<file path="src/hdl/bre_pkg.sv">
// Shared constants, codes and controller/datapath types for the RLE4 encoder.
// No dependencies.
package bre_pkg;

    localparam int MAX_SEGMENT = 255;
    localparam int CNT_W       = $clog2(MAX_SEGMENT + 1);
    localparam int ADDR_W      = $clog2(MAX_SEGMENT);
    localparam int PIX_W       = 4;
    localparam int BYTE_W      = 8;
    localparam int GROUP_BYTES = 4;
    localparam int GROUP_W     = GROUP_BYTES * BYTE_W;
    localparam int BCNT_W      = 3;
    localparam int SLOT_W      = 2;

    localparam logic [BYTE_W-1:0] ESC_BYTE = 8'h00;
    localparam logic [BYTE_W-1:0] EOL_BYTE = 8'h00;
    localparam logic [BYTE_W-1:0] EOB_BYTE = 8'h01;

    typedef enum logic [2:0] {
        OP_NONE,
        OP_LOAD,
        OP_START,
        OP_APPEND,
        OP_ABS_APPEND,
        OP_CLEAR
    } t_dp_op;

    typedef enum logic [2:0] {
        SEL_ESC,
        SEL_CNT,
        SEL_ENC,
        SEL_ABS,
        SEL_EOL,
        SEL_EOB
    } t_byte_sel;

    typedef enum logic [1:0] {
        POST_NONE,
        POST_START,
        POST_CLEAR
    } t_post;

    typedef enum logic [3:0] {
        S_IDLE,
        S_DECIDE,
        S_ENC0,
        S_ENC1,
        S_ABS0,
        S_ABS1,
        S_ABSLO,
        S_ABSBYTE,
        S_ABSPAD,
        S_POST,
        S_ROW,
        S_EOL0,
        S_EOL1,
        S_EOB0,
        S_EOB1
    } t_state;

    typedef struct packed {
        t_dp_op    op;
        logic      rd_first;
        logic      rd_next;
        logic      hi_latch;
        t_byte_sel sel;
        logic      byte_valid;
        logic      byte_last;
    } t_dp_cmd;

    typedef struct packed {
        logic cnt_zero;
        logic is_abs;
        logic match0;
        logic triple;
        logic cnt_ge3;
        logic cap_next;
        logic rd_more;
        logic pad;
        logic row;
        logic img;
    } t_dp_stat;

endpackage

</file>
<file path="src/hdl/bre_ram.sv">
// Generic single-write, single-read RAM with registered read data.
// No dependencies.
module bre_ram #(
    parameter int WIDTH = 4,
    parameter int DEPTH = 255
) (
    input  logic                     i_clk,
    input  logic                     i_we,
    input  logic [$clog2(DEPTH)-1:0] i_waddr,
    input  logic [WIDTH-1:0]         i_wdata,
    input  logic                     i_re,
    input  logic [$clog2(DEPTH)-1:0] i_raddr,
    output logic [WIDTH-1:0]         o_rdata
);

    logic [WIDTH-1:0] r_mem [DEPTH];
    logic [WIDTH-1:0] r_rdata;

    always_ff @(posedge i_clk) begin
        if (i_we) begin
            r_mem[i_waddr] <= i_wdata;
        end
        if (i_re) begin
            r_rdata <= r_mem[i_raddr];
        end
    end

    assign o_rdata = r_rdata;

endmodule

</file>
<file path="src/hdl/bre_dp.sv">
// Datapath: segment state, pending pixel store and stream byte selection.
// Depends on bre_pkg and bre_ram.
module bre_dp (
    input  logic                       i_clk,
    input  logic                       i_rst_n,
    input  logic [bre_pkg::PIX_W-1:0]  i_pixel,
    input  logic                       i_row_end,
    input  logic                       i_image_end,
    input  bre_pkg::t_dp_cmd           i_cmd,
    output bre_pkg::t_dp_stat          o_stat,
    output logic [bre_pkg::BYTE_W-1:0] o_byte
);
    import bre_pkg::*;

    logic [CNT_W-1:0]  r_cnt;
    logic              r_abs;
    logic [PIX_W-1:0]  r_pix0;
    logic [PIX_W-1:0]  r_prev1;
    logic [PIX_W-1:0]  r_prev2;
    logic [PIX_W-1:0]  r_px;
    logic              r_row;
    logic              r_img;
    logic [CNT_W-1:0]  r_idx;
    logic [PIX_W-1:0]  r_hi;
    logic              r_lo_ok;

    logic              w_we;
    logic [ADDR_W-1:0] w_waddr;
    logic              w_re;
    logic [ADDR_W-1:0] w_raddr;
    logic [PIX_W-1:0]  w_q;
    logic [CNT_W:0]    w_np1;
    logic              w_rd_more;

    assign w_we    = (i_cmd.op == OP_START) || (i_cmd.op == OP_APPEND)
                  || (i_cmd.op == OP_ABS_APPEND);
    assign w_waddr = (i_cmd.op == OP_START) ? '0 : r_cnt[ADDR_W-1:0];
    assign w_re    = i_cmd.rd_first || i_cmd.rd_next;
    assign w_raddr = i_cmd.rd_first ? '0 : r_idx[ADDR_W-1:0];

    bre_ram #(
        .WIDTH (PIX_W),
        .DEPTH (MAX_SEGMENT)
    ) u_ram (
        .i_clk   (i_clk),
        .i_we    (w_we),
        .i_waddr (w_waddr),
        .i_wdata (r_px),
        .i_re    (w_re),
        .i_raddr (w_raddr),
        .o_rdata (w_q)
    );

    assign w_np1     = {1'b0, r_cnt} + (CNT_W+1)'(1);
    assign w_rd_more = r_idx < r_cnt;

    always_ff @(posedge i_clk) begin
        if (!i_rst_n) begin
            r_cnt <= '0;
            r_abs <= 1'b0;
        end else begin
            unique case (i_cmd.op)
                OP_START: begin
                    r_cnt <= CNT_W'(1);
                    r_abs <= 1'b0;
                end
                OP_APPEND: begin
                    r_cnt <= r_cnt + CNT_W'(1);
                end
                OP_ABS_APPEND: begin
                    r_cnt <= r_cnt + CNT_W'(1);
                    r_abs <= 1'b1;
                end
                OP_CLEAR: begin
                    r_cnt <= '0;
                    r_abs <= 1'b0;
                end
                default: begin
                end
            endcase
        end
    end

    always_ff @(posedge i_clk) begin
        if (i_cmd.op == OP_LOAD) begin
            r_px  <= i_pixel;
            r_row <= i_row_end | i_image_end;
            r_img <= i_image_end;
        end
        if (i_cmd.op == OP_START) begin
            r_pix0  <= r_px;
            r_prev1 <= r_px;
        end
        if ((i_cmd.op == OP_APPEND) || (i_cmd.op == OP_ABS_APPEND)) begin
            r_prev2 <= r_prev1;
            r_prev1 <= r_px;
        end
        if (i_cmd.rd_first) begin
            r_idx <= CNT_W'(1);
        end else if (i_cmd.rd_next) begin
            r_idx <= r_idx + CNT_W'(1);
        end
        if (i_cmd.hi_latch) begin
            r_hi    <= w_q;
            r_lo_ok <= w_rd_more;
        end
    end

    always_comb begin
        unique case (i_cmd.sel)
            SEL_ESC: o_byte = ESC_BYTE;
            SEL_CNT: o_byte = BYTE_W'(r_cnt);
            SEL_ENC: o_byte = {r_pix0, (r_cnt == CNT_W'(1)) ? {PIX_W{1'b0}} : r_prev1};
            SEL_ABS: o_byte = {r_hi, r_lo_ok ? w_q : {PIX_W{1'b0}}};
            SEL_EOL: o_byte = EOL_BYTE;
            SEL_EOB: o_byte = EOB_BYTE;
            default: o_byte = ESC_BYTE;
        endcase
    end

    assign o_stat.cnt_zero = (r_cnt == '0);
    assign o_stat.is_abs   = r_abs;
    assign o_stat.match0   = (r_px == r_pix0);
    assign o_stat.triple   = (r_cnt >= CNT_W'(2)) && (r_px == r_prev1) && (r_px == r_prev2);
    assign o_stat.cnt_ge3  = (r_cnt >= CNT_W'(3));
    assign o_stat.cap_next = (r_cnt == CNT_W'(MAX_SEGMENT - 1));
    assign o_stat.rd_more  = w_rd_more;
    assign o_stat.pad      = w_np1[1];
    assign o_stat.row      = r_row;
    assign o_stat.img      = r_img;

endmodule

</file>
<file path="src/hdl/bre_pack.sv">
// Byte packer: gathers stream bytes into four-byte groups and holds the output register.
// Depends on bre_pkg.
module bre_pack (
    input  logic                        i_clk,
    input  logic                        i_rst_n,
    input  logic                        i_byte_valid,
    input  logic [bre_pkg::BYTE_W-1:0]  i_byte,
    input  logic                        i_byte_last,
    output logic                        o_byte_ready,
    output logic                        o_valid,
    input  logic                        i_stall,
    output logic [bre_pkg::GROUP_W-1:0] o_byte_group,
    output logic [bre_pkg::BCNT_W-1:0]  o_byte_count,
    output logic                        o_last_of_run
);
    import bre_pkg::*;

    logic [GROUP_W-1:0] r_acc;
    logic [SLOT_W-1:0]  r_n;
    logic               r_ovalid;
    logic [GROUP_W-1:0] r_group;
    logic [BCNT_W-1:0]  r_count;
    logic               r_last;

    logic               w_push;
    logic               w_out_free;
    logic               w_fire;
    logic [GROUP_W-1:0] w_word;

    assign w_push       = i_byte_last || (r_n == SLOT_W'(GROUP_BYTES - 1));
    assign w_out_free   = !r_ovalid || !i_stall;
    assign o_byte_ready = !w_push || w_out_free;
    assign w_fire       = i_byte_valid && o_byte_ready;
    assign w_word       = r_acc | (GROUP_W'(i_byte)
                          << (BYTE_W * (GROUP_BYTES - 1 - int'(r_n))));

    always_ff @(posedge i_clk) begin
        if (!i_rst_n) begin
            r_acc    <= '0;
            r_n      <= '0;
            r_ovalid <= 1'b0;
        end else begin
            if (r_ovalid && !i_stall) begin
                r_ovalid <= 1'b0;
            end
            if (w_fire) begin
                if (w_push) begin
                    r_ovalid <= 1'b1;
                    r_acc    <= '0;
                    r_n      <= '0;
                end else begin
                    r_acc <= w_word;
                    r_n   <= r_n + SLOT_W'(1);
                end
            end
        end
    end

    always_ff @(posedge i_clk) begin
        if (w_fire && w_push) begin
            r_group <= w_word;
            r_count <= BCNT_W'(r_n) + BCNT_W'(1);
            r_last  <= i_byte_last;
        end
    end

    assign o_valid       = r_ovalid;
    assign o_byte_group  = r_group;
    assign o_byte_count  = r_count;
    assign o_last_of_run = r_last;

endmodule

</file>
<file path="src/hdl/bre_ctrl.sv">
// Controller: sequences segment decisions, encoded pairs, absolute segments and end codes.
// Depends on bre_pkg.
module bre_ctrl (
    input  logic               i_clk,
    input  logic               i_rst_n,
    input  logic               i_valid,
    output logic               o_in_stall,
    input  bre_pkg::t_dp_stat  i_stat,
    input  logic               i_byte_ready,
    output bre_pkg::t_dp_cmd   o_cmd
);
    import bre_pkg::*;

    t_state r_state, n_state;
    t_post  r_post, n_post;
    logic   r_flush, n_flush;

    always_ff @(posedge i_clk) begin
        if (!i_rst_n) begin
            r_state <= S_IDLE;
            r_post  <= POST_NONE;
            r_flush <= 1'b0;
        end else begin
            r_state <= n_state;
            r_post  <= n_post;
            r_flush <= n_flush;
        end
    end

    always_comb begin
        n_state    = r_state;
        n_post     = r_post;
        n_flush    = r_flush;
        o_in_stall = 1'b1;
        o_cmd      = '{op: OP_NONE, rd_first: 1'b0, rd_next: 1'b0, hi_latch: 1'b0,
                       sel: SEL_ESC, byte_valid: 1'b0, byte_last: 1'b0};
        unique case (r_state)
            S_IDLE: begin
                o_in_stall = 1'b0;
                if (i_valid) begin
                    o_cmd.op = OP_LOAD;
                    n_state  = S_DECIDE;
                end
            end
            S_DECIDE: begin
                n_flush = 1'b0;
                n_state = i_stat.row ? S_ROW : S_IDLE;
                priority if (i_stat.cnt_zero) begin
                    o_cmd.op = OP_START;
                end else if (!i_stat.is_abs) begin
                    priority if (i_stat.match0) begin
                        o_cmd.op = OP_APPEND;
                        if (i_stat.cap_next) begin
                            n_post  = POST_CLEAR;
                            n_state = S_ENC0;
                        end
                    end else if (i_stat.cnt_ge3) begin
                        n_post  = POST_START;
                        n_state = S_ENC0;
                    end else begin
                        o_cmd.op = OP_ABS_APPEND;
                    end
                end else if (i_stat.triple) begin
                    n_post  = POST_START;
                    n_state = S_ABS0;
                end else begin
                    o_cmd.op = OP_APPEND;
                    if (i_stat.cap_next) begin
                        n_post  = POST_CLEAR;
                        n_state = S_ABS0;
                    end
                end
            end
            S_ENC0: begin
                o_cmd.byte_valid = 1'b1;
                o_cmd.sel        = SEL_CNT;
                if (i_byte_ready) begin
                    n_state = S_ENC1;
                end
            end
            S_ENC1: begin
                o_cmd.byte_valid = 1'b1;
                o_cmd.sel        = SEL_ENC;
                o_cmd.byte_last  = !i_stat.row;
                if (i_byte_ready) begin
                    n_state = S_POST;
                end
            end
            S_ABS0: begin
                o_cmd.byte_valid = 1'b1;
                o_cmd.sel        = SEL_ESC;
                if (i_byte_ready) begin
                    n_state = S_ABS1;
                end
            end
            S_ABS1: begin
                o_cmd.byte_valid = 1'b1;
                o_cmd.sel        = SEL_CNT;
                if (i_byte_ready) begin
                    o_cmd.rd_first = 1'b1;
                    n_state        = S_ABSLO;
                end
            end
            S_ABSLO: begin
                o_cmd.hi_latch = 1'b1;
                o_cmd.rd_next  = i_stat.rd_more;
                n_state        = S_ABSBYTE;
            end
            S_ABSBYTE: begin
                o_cmd.byte_valid = 1'b1;
                o_cmd.sel        = SEL_ABS;
                o_cmd.byte_last  = !i_stat.row && !i_stat.rd_more && !i_stat.pad;
                if (i_byte_ready) begin
                    priority if (i_stat.rd_more) begin
                        o_cmd.rd_next = 1'b1;
                        n_state       = S_ABSLO;
                    end else if (i_stat.pad) begin
                        n_state = S_ABSPAD;
                    end else begin
                        n_state = S_POST;
                    end
                end
            end
            S_ABSPAD: begin
                o_cmd.byte_valid = 1'b1;
                o_cmd.sel        = SEL_ESC;
                o_cmd.byte_last  = !i_stat.row;
                if (i_byte_ready) begin
                    n_state = S_POST;
                end
            end
            S_POST: begin
                unique case (r_post)
                    POST_START: o_cmd.op = OP_START;
                    POST_CLEAR: o_cmd.op = OP_CLEAR;
                    default:    o_cmd.op = OP_NONE;
                endcase
                n_post = POST_NONE;
                priority if (r_flush) begin
                    n_state = S_EOL0;
                end else if (i_stat.row) begin
                    n_state = S_ROW;
                end else begin
                    n_state = S_IDLE;
                end
            end
            S_ROW: begin
                n_flush = 1'b1;
                n_post  = POST_CLEAR;
                priority if (i_stat.cnt_zero) begin
                    n_state = S_EOL0;
                end else if (i_stat.is_abs && i_stat.cnt_ge3) begin
                    n_state = S_ABS0;
                end else begin
                    n_state = S_ENC0;
                end
            end
            S_EOL0: begin
                o_cmd.byte_valid = 1'b1;
                o_cmd.sel        = SEL_ESC;
                if (i_byte_ready) begin
                    n_state = S_EOL1;
                end
            end
            S_EOL1: begin
                o_cmd.byte_valid = 1'b1;
                o_cmd.sel        = SEL_EOL;
                o_cmd.byte_last  = !i_stat.img;
                n_post           = POST_NONE;
                if (i_byte_ready) begin
                    n_state = i_stat.img ? S_EOB0 : S_IDLE;
                end
            end
            S_EOB0: begin
                o_cmd.byte_valid = 1'b1;
                o_cmd.sel        = SEL_ESC;
                if (i_byte_ready) begin
                    n_state = S_EOB1;
                end
            end
            S_EOB1: begin
                o_cmd.byte_valid = 1'b1;
                o_cmd.sel        = SEL_EOB;
                o_cmd.byte_last  = 1'b1;
                if (i_byte_ready) begin
                    n_state = S_IDLE;
                end
            end
            default: begin
                n_state = S_IDLE;
            end
        endcase
    end

endmodule

</file>
<file path="src/hdl/bmp_rle4_row_encoder.sv">
// BMP RLE4 row encoder: 4-bit pixels in, RLE4 byte stream out in groups of four bytes.
// Depends on bre_pkg, bre_ctrl, bre_dp and bre_pack.
//
// One pixel is taken at a time; o_stall stays high until every byte it causes has
// been handed to the packer. A pixel that causes no bytes is taken, then decided on.
// Each byte of an encoded pair or an end code has a state of its own, and so do the
// escape, length and pad bytes of an absolute segment. Each packed byte of an absolute
// segment passes through S_ABSLO and S_ABSBYTE (one pending-pixel store read port, one
// pixel per read). A finished segment passes through S_POST to update the segment
// state, and a row end through S_ROW to choose how to flush. A byte that completes a
// group and finds the output register full waits until the receiver takes the group.
// The output register lets the next pixel in while the last group waits.
module bmp_rle4_row_encoder (
    input  logic                        i_clk,
    input  logic                        i_rst_n,
    input  logic                        i_valid,
    output logic                        o_stall,
    input  logic [bre_pkg::PIX_W-1:0]   i_pixel,
    input  logic                        i_row_end,
    input  logic                        i_image_end,
    output logic                        o_valid,
    input  logic                        i_stall,
    output logic [bre_pkg::GROUP_W-1:0] o_byte_group,
    output logic [bre_pkg::BCNT_W-1:0]  o_byte_count,
    output logic                        o_last_of_run
);
    import bre_pkg::*;

    t_dp_cmd            w_cmd;
    t_dp_stat           w_stat;
    logic [BYTE_W-1:0]  w_byte;
    logic               w_byte_ready;

    bre_ctrl u_ctrl (
        .i_clk        (i_clk),
        .i_rst_n      (i_rst_n),
        .i_valid      (i_valid),
        .o_in_stall   (o_stall),
        .i_stat       (w_stat),
        .i_byte_ready (w_byte_ready),
        .o_cmd        (w_cmd)
    );

    bre_dp u_dp (
        .i_clk       (i_clk),
        .i_rst_n     (i_rst_n),
        .i_pixel     (i_pixel),
        .i_row_end   (i_row_end),
        .i_image_end (i_image_end),
        .i_cmd       (w_cmd),
        .o_stat      (w_stat),
        .o_byte      (w_byte)
    );

    bre_pack u_pack (
        .i_clk         (i_clk),
        .i_rst_n       (i_rst_n),
        .i_byte_valid  (w_cmd.byte_valid),
        .i_byte        (w_byte),
        .i_byte_last   (w_cmd.byte_last),
        .o_byte_ready  (w_byte_ready),
        .o_valid       (o_valid),
        .i_stall       (i_stall),
        .o_byte_group  (o_byte_group),
        .o_byte_count  (o_byte_count),
        .o_last_of_run (o_last_of_run)
    );

endmodule

</file>
<file path="config.mk">
export PLATFORM = sky130hd
export DESIGN_NAME = bmp_rle4_row_encoder
export DESIGN_NICKNAME = d
export VERILOG_FILES = /design/src/hdl/bre_pkg.sv /design/src/hdl/bre_ram.sv /design/src/hdl/bre_dp.sv /design/src/hdl/bre_pack.sv /design/src/hdl/bre_ctrl.sv /design/src/hdl/bmp_rle4_row_encoder.sv
export SDC_FILE = /design/constraint.sdc
export NUM_CORES = 2
export LEC_CHECK = 0
export ABC_AREA = 1
export BUFFER_PORTS_ARGS = -buffer_cell sky130_fd_sc_hd__buf_4
export CAP_MARGIN = 15
export CORE_MARGIN = 2
export CORE_UTILIZATION = 66
export DETAILED_ROUTE_END_ITERATION = 12
export PLACE_DENSITY = 0.83
export SLEW_MARGIN = 30
export SYNTH_ARGS = -nofsm -noshare
export SYNTH_HDL_FRONTEND = slang
export SYNTH_SLANG_ARGS = --single-unit
</file>
<file path="constraint.sdc">
create_clock -name i_clk -period 10.1 [get_ports i_clk]
set_clock_uncertainty 0.15 [all_clocks]
set_input_delay 0 -clock i_clk [delete_from_list [all_inputs] [get_ports i_clk]]
set_output_delay 0 -clock i_clk [all_outputs]
set_load 0.01 [all_outputs]
</file>
==> results.md <==
- Power comes to 0.01362 W.
- The power density over cell area is 244.9 mW/mm².
- Dividing the final minimum period by the clock period gives 0.5929.
- The total of fill cells in the finished design is 4,882.
- The class of the tightest hold or removal check is primary input to flip-flop.
- For this run, design rule violations remaining after detail routing come to 0.
- The number of failing hold endpoints at the final stage came to 0.
- The count of buffers from port buffering is 47.
- The routed layout has 37,220 vias.
- The post-route minimum period is 5.988 ns.
- The kind of cell with the highest combined delay along the critical path is simple AND/OR/NAND/NOR gates.
- The synthesis-to-layout area growth is 8.981%.
- In the final layout, flip-flops and latches occupy 0.03371 mm².
- The synthesized design contains 1,083 enable-type register cells.
- Setup repair after global routing left no endpoint under its margin.
- The total I/O pin count is 48.
- The first global-routing pass estimated 201.5 mm of wire.
- The remaining antenna violation count is 0.
- The netlist uses 51 different library cells.
- The arrival time of data at the critical path endpoint is 6.30 ns.
- The number of buffers between clock root and the deepest sink is 3.
- Detailed placement ended at an HPWL of 74.00 mm.
- The post-synthesis sequential element count is 1,142.
- The average instance in the mapped netlist occupies 10.46 µm².
- The clock tree from TritonCTS is built.
- The floorplan has 101 rows.
- The cell area after synthesis is 0.05103 mm².
- Setup total negative slack on the finished layout was measured at 0 ns.
- For this design, the slowest cell found on the critical path is sky130_fd_sc_hd__dfxtp_1.
- The number of violations reported at the end of detailed-routing iteration 0 is 5,844.
- The highest ir drop seen on vdd is 0.1936 mV.
- The core outline area is 0.07620 mm².
- The proportion of register bits with asynchronous set or reset after synthesis is 0.
- The category of the critical setup timing path is flip-flop to flip-flop.
- The total global routing overflow is 0.
- After synthesis, the cell types taking the most area are sky130_fd_sc_hd__edfxtp_1, sky130_fd_sc_hd__nand3_1, sky130_fd_sc_hd__nand2_1, sky130_fd_sc_hd__inv_1, sky130_fd_sc_hd__nor2_1.
- The final net count is 4,801.
- The area share of the largest cell type after synthesis is 0.6373.
- Of all nets on the critical path, the largest fanout is 143.
- At the pin with the least slew margin, the transition time is 1.027 ns.
- The pre-antenna-repair detailed-routing pass consisted of 8 iterations.
- The die is 282.1 µm tall.
- The critical path data required time is 10.41 ns.
- The tree is rooted in a sky130_fd_sc_hd__clkbuf_16.
- Entering global routing, the biggest net connects 236 pins.
- After detailed routing, the number of vias per cell comes to 6.301.
- The category of the worst setup path launch point is a flip-flop.
- For this design the static power due to leakage is 20.75 nW.
- The run finished with clean final reports.
- The headroom to the max-slew limit is 0.3128.
- The count of final max-slew check failures was 0.
- The number of buffer and inverter stages on the critical path is 4.
- The final weighted congestion in routability-driven placement is 0.9407.
- The routed design has 132.5 mm of wire.
- The initial antenna violation count is 4.
- The die extent in x is 282.1 µm.
- In the final layout, the share of cells above drive strength 1 is 0.07610.
- Clock-pin slew was measured on the worst setup and hold paths at 0.07 ns.
- By instance count, the leading cell after synthesis is sky130_fd_sc_hd__edfxtp_1.
- Among all flip-flop cells after synthesis, the most frequent one is sky130_fd_sc_hd__edfxtp_1.
- The number of global-route vias before repair is 35,490.
- At the later pin of the worst-skew pair, clock insertion delay measures 0.69 ns.
- The H-tree was split into 3 levels.
- By count the netlist is led by sky130_fd_sc_hd__edfxtp_1, sky130_fd_sc_hd__nand3_1, sky130_fd_sc_hd__nand2_1, sky130_fd_sc_hd__inv_1, sky130_fd_sc_hd__nor2_1.
- The tool flagged a number of max-cap violations equal to 0.
- The cell repeated most along the worst path is sky130_fd_sc_hd__nand2_1.
- The highest achievable clock rate is 167.0 MHz.
- The starting utilization of the core area is 0.6697.
- The number of standard cells after synthesis is 4,878.
- The element type at the critical path end is a flip-flop.
- The total clock buffers created by CTS is 111.
- The multi-input logic area is 0.01400 mm².
- sky130_fd_sc_hd__edfxtp_1 takes more of the synthesized area than any other cell.
- The die covers 0.07956 mm².
- In this design, the stage delay of the slowest critical-path cell is 0.89 ns.
- Setup violations remaining at the end of the flow were counted as 0.
- The number of sinks on the clock net is 1,142.
- The share of the Yosys chip area taken by registers is 0.6604.
- The global-route usage over all layers is 0.3333.
- In the final routed layout, each cell accounts on average for 22.43 µm.
- The net count after synthesis is 4,901.
- The number of synthesis warnings is 0.
-- power by group --
group	total, W	switching (W)	internal (W)
sequential	0.00561	0.000101	0.00551
clock	0.00428	0.00178	0.00251
combinational	0.00373	0.00275	0.000980
total	0.0136	0.00463	0.00899
-- kinds of logic after synthesis --
group,Yosys count,share of synthesized area
AO/OA/AOI/OAI,200,0.02346
flip-flops,1142,0.6604
XOR/XNOR,6,0.001030
adder cells (fa/ha/maj),13,0.003188
AND/OR/NAND/NOR,2708,0.2455
buffers and inverters,809,0.06635
-- per-layer routing --
| layer | share of wire | wire length, µm | global-route usage | vias up |
|---|---|---|---|---|
| met1 | 0.36 | 48050 | 0.4489 | 17500 |
| met4 | 0.056 | 7427 | 0.1733 | 2 |
| met2 | 0.46 | 60490 | 0.5198 | 2715 |
| met5 | 0.000098 | 13 | 0 | - |
| met3 | 0.12 | 16550 | 0.06682 | 481 |
| li1 | - | - | - | 16530 |
-- worst register-to-register path: stages, from the launching register on --
cell                      delay, ns
sky130_fd_sc_hd__dfxtp_1       0.89
sky130_fd_sc_hd__ha_1          0.26
sky130_fd_sc_hd__nand2_1       0.05
sky130_fd_sc_hd__inv_1         0.04
sky130_fd_sc_hd__nand2_1       0.05
sky130_fd_sc_hd__nand2_1       0.07
sky130_fd_sc_hd__nand2_1       0.06
sky130_fd_sc_hd__nand2_1       0.16
sky130_fd_sc_hd__nand4_2       0.15
sky130_fd_sc_hd__nand4_4       0.12
sky130_fd_sc_hd__nand2_4       0.10
sky130_fd_sc_hd__nand2_8       0.41
sky130_fd_sc_hd__buf_12        0.54
sky130_fd_sc_hd__buf_16        0.49
sky130_fd_sc_hd__buf_4         0.89
sky130_fd_sc_hd__nand3_1       0.21
sky130_fd_sc_hd__nand2_1       0.11
sky130_fd_sc_hd__nand2_1       0.05
sky130_fd_sc_hd__nand2_1       0.10
sky130_fd_sc_hd__nand2_1       0.05
sky130_fd_sc_hd__nand3_1       0.15
sky130_fd_sc_hd__nand3_1       0.16
sky130_fd_sc_hd__nand3_1       0.20
sky130_fd_sc_hd__nand3_1       0.11
sky130_fd_sc_hd__nand3_1       0.13
sky130_fd_sc_hd__nand2_1       0.05
-- timing repair --
item | 4_1_cts | 5_1_grt
hold buffers | 18 | 0
gates resized for setup | 0 | 0
buffers inserted | 0 | 0
endpoints found under the hold margin | 64 | 0
-- path summary, 6_finish.rpt --
check | start | to | slack [ns] | cells past startpoint
setup / recovery | u_dp.r_idx[2] | u_dp.u_ram.o_rdata[3] | 4.11 | 25
setup reg to reg | u_dp.r_idx[2] | u_dp.u_ram.o_rdata[3] | 4.11 | 25
hold reg to reg | u_pack.r_acc[13] | u_pack.r_acc[13] | 0.30 | 2
hold / removal | i_stall | u_pack.o_valid | 0.06 | 4
-- layout make-up --
cell class,count,area share
Antenna cell,2,0.00008999
Sequential cell,1142,0.6061
Tap cell,1030,0.02317
Clock buffer,133,0.05352
Inverter,486,0.03294
Timing Repair Buffer,110,0.01798
Multi-Input combinational cell,2927,0.2518
Clock inverter,77,0.01438
-- flip-flops by register name, summed over array words and instances, names as in the netlist, 3 cells and up --
register and count:
u_dp.r_cnt 8, u_dp.r_pix0 4, u_dp.r_hi 4, u_ctrl.r_state 4, u_dp.r_prev1 4, u_dp.u_ram.r_mem 1020
u_dp.r_idx 8, u_dp.u_ram.o_rdata 4, u_dp.r_prev2 4, u_pack.o_byte_group 32, u_dp.r_px 4, u_pack.r_acc 32
u_pack.o_byte_count 3
-- layout by cell type, fill, tap and decap left out, drive strengths merged, types with 22 or more instances in the layout --
cell type and count:
nand3b 168, clkbuf 133, o21ai 76, or2 60, inv 487, nand4 39, dfxtp 59, nand2 967
a21oi 66, clkinv 55, o2111ai 22, buf 92, nor2 397, edfxtp 1083, nand3 1062
-- through the flow --
stage,setup WS [ns],utilization,hold WS (ns),instance area [µm²],std cells
after global routing,3.846,0.7298,0.05925,55610,5906
after CTS,3.777,0.7284,0.02461,55510,5902
final,4.112,0.7298,0.05922,55610,5907
after global placement,3.890,0.6764,0.02948,51540,5674
after detailed placement,3.814,0.6765,0.03033,51550,5674
after floorplan,4.137,-,-0.05113,51030,4878
Power figures use the tool's default switching activity.
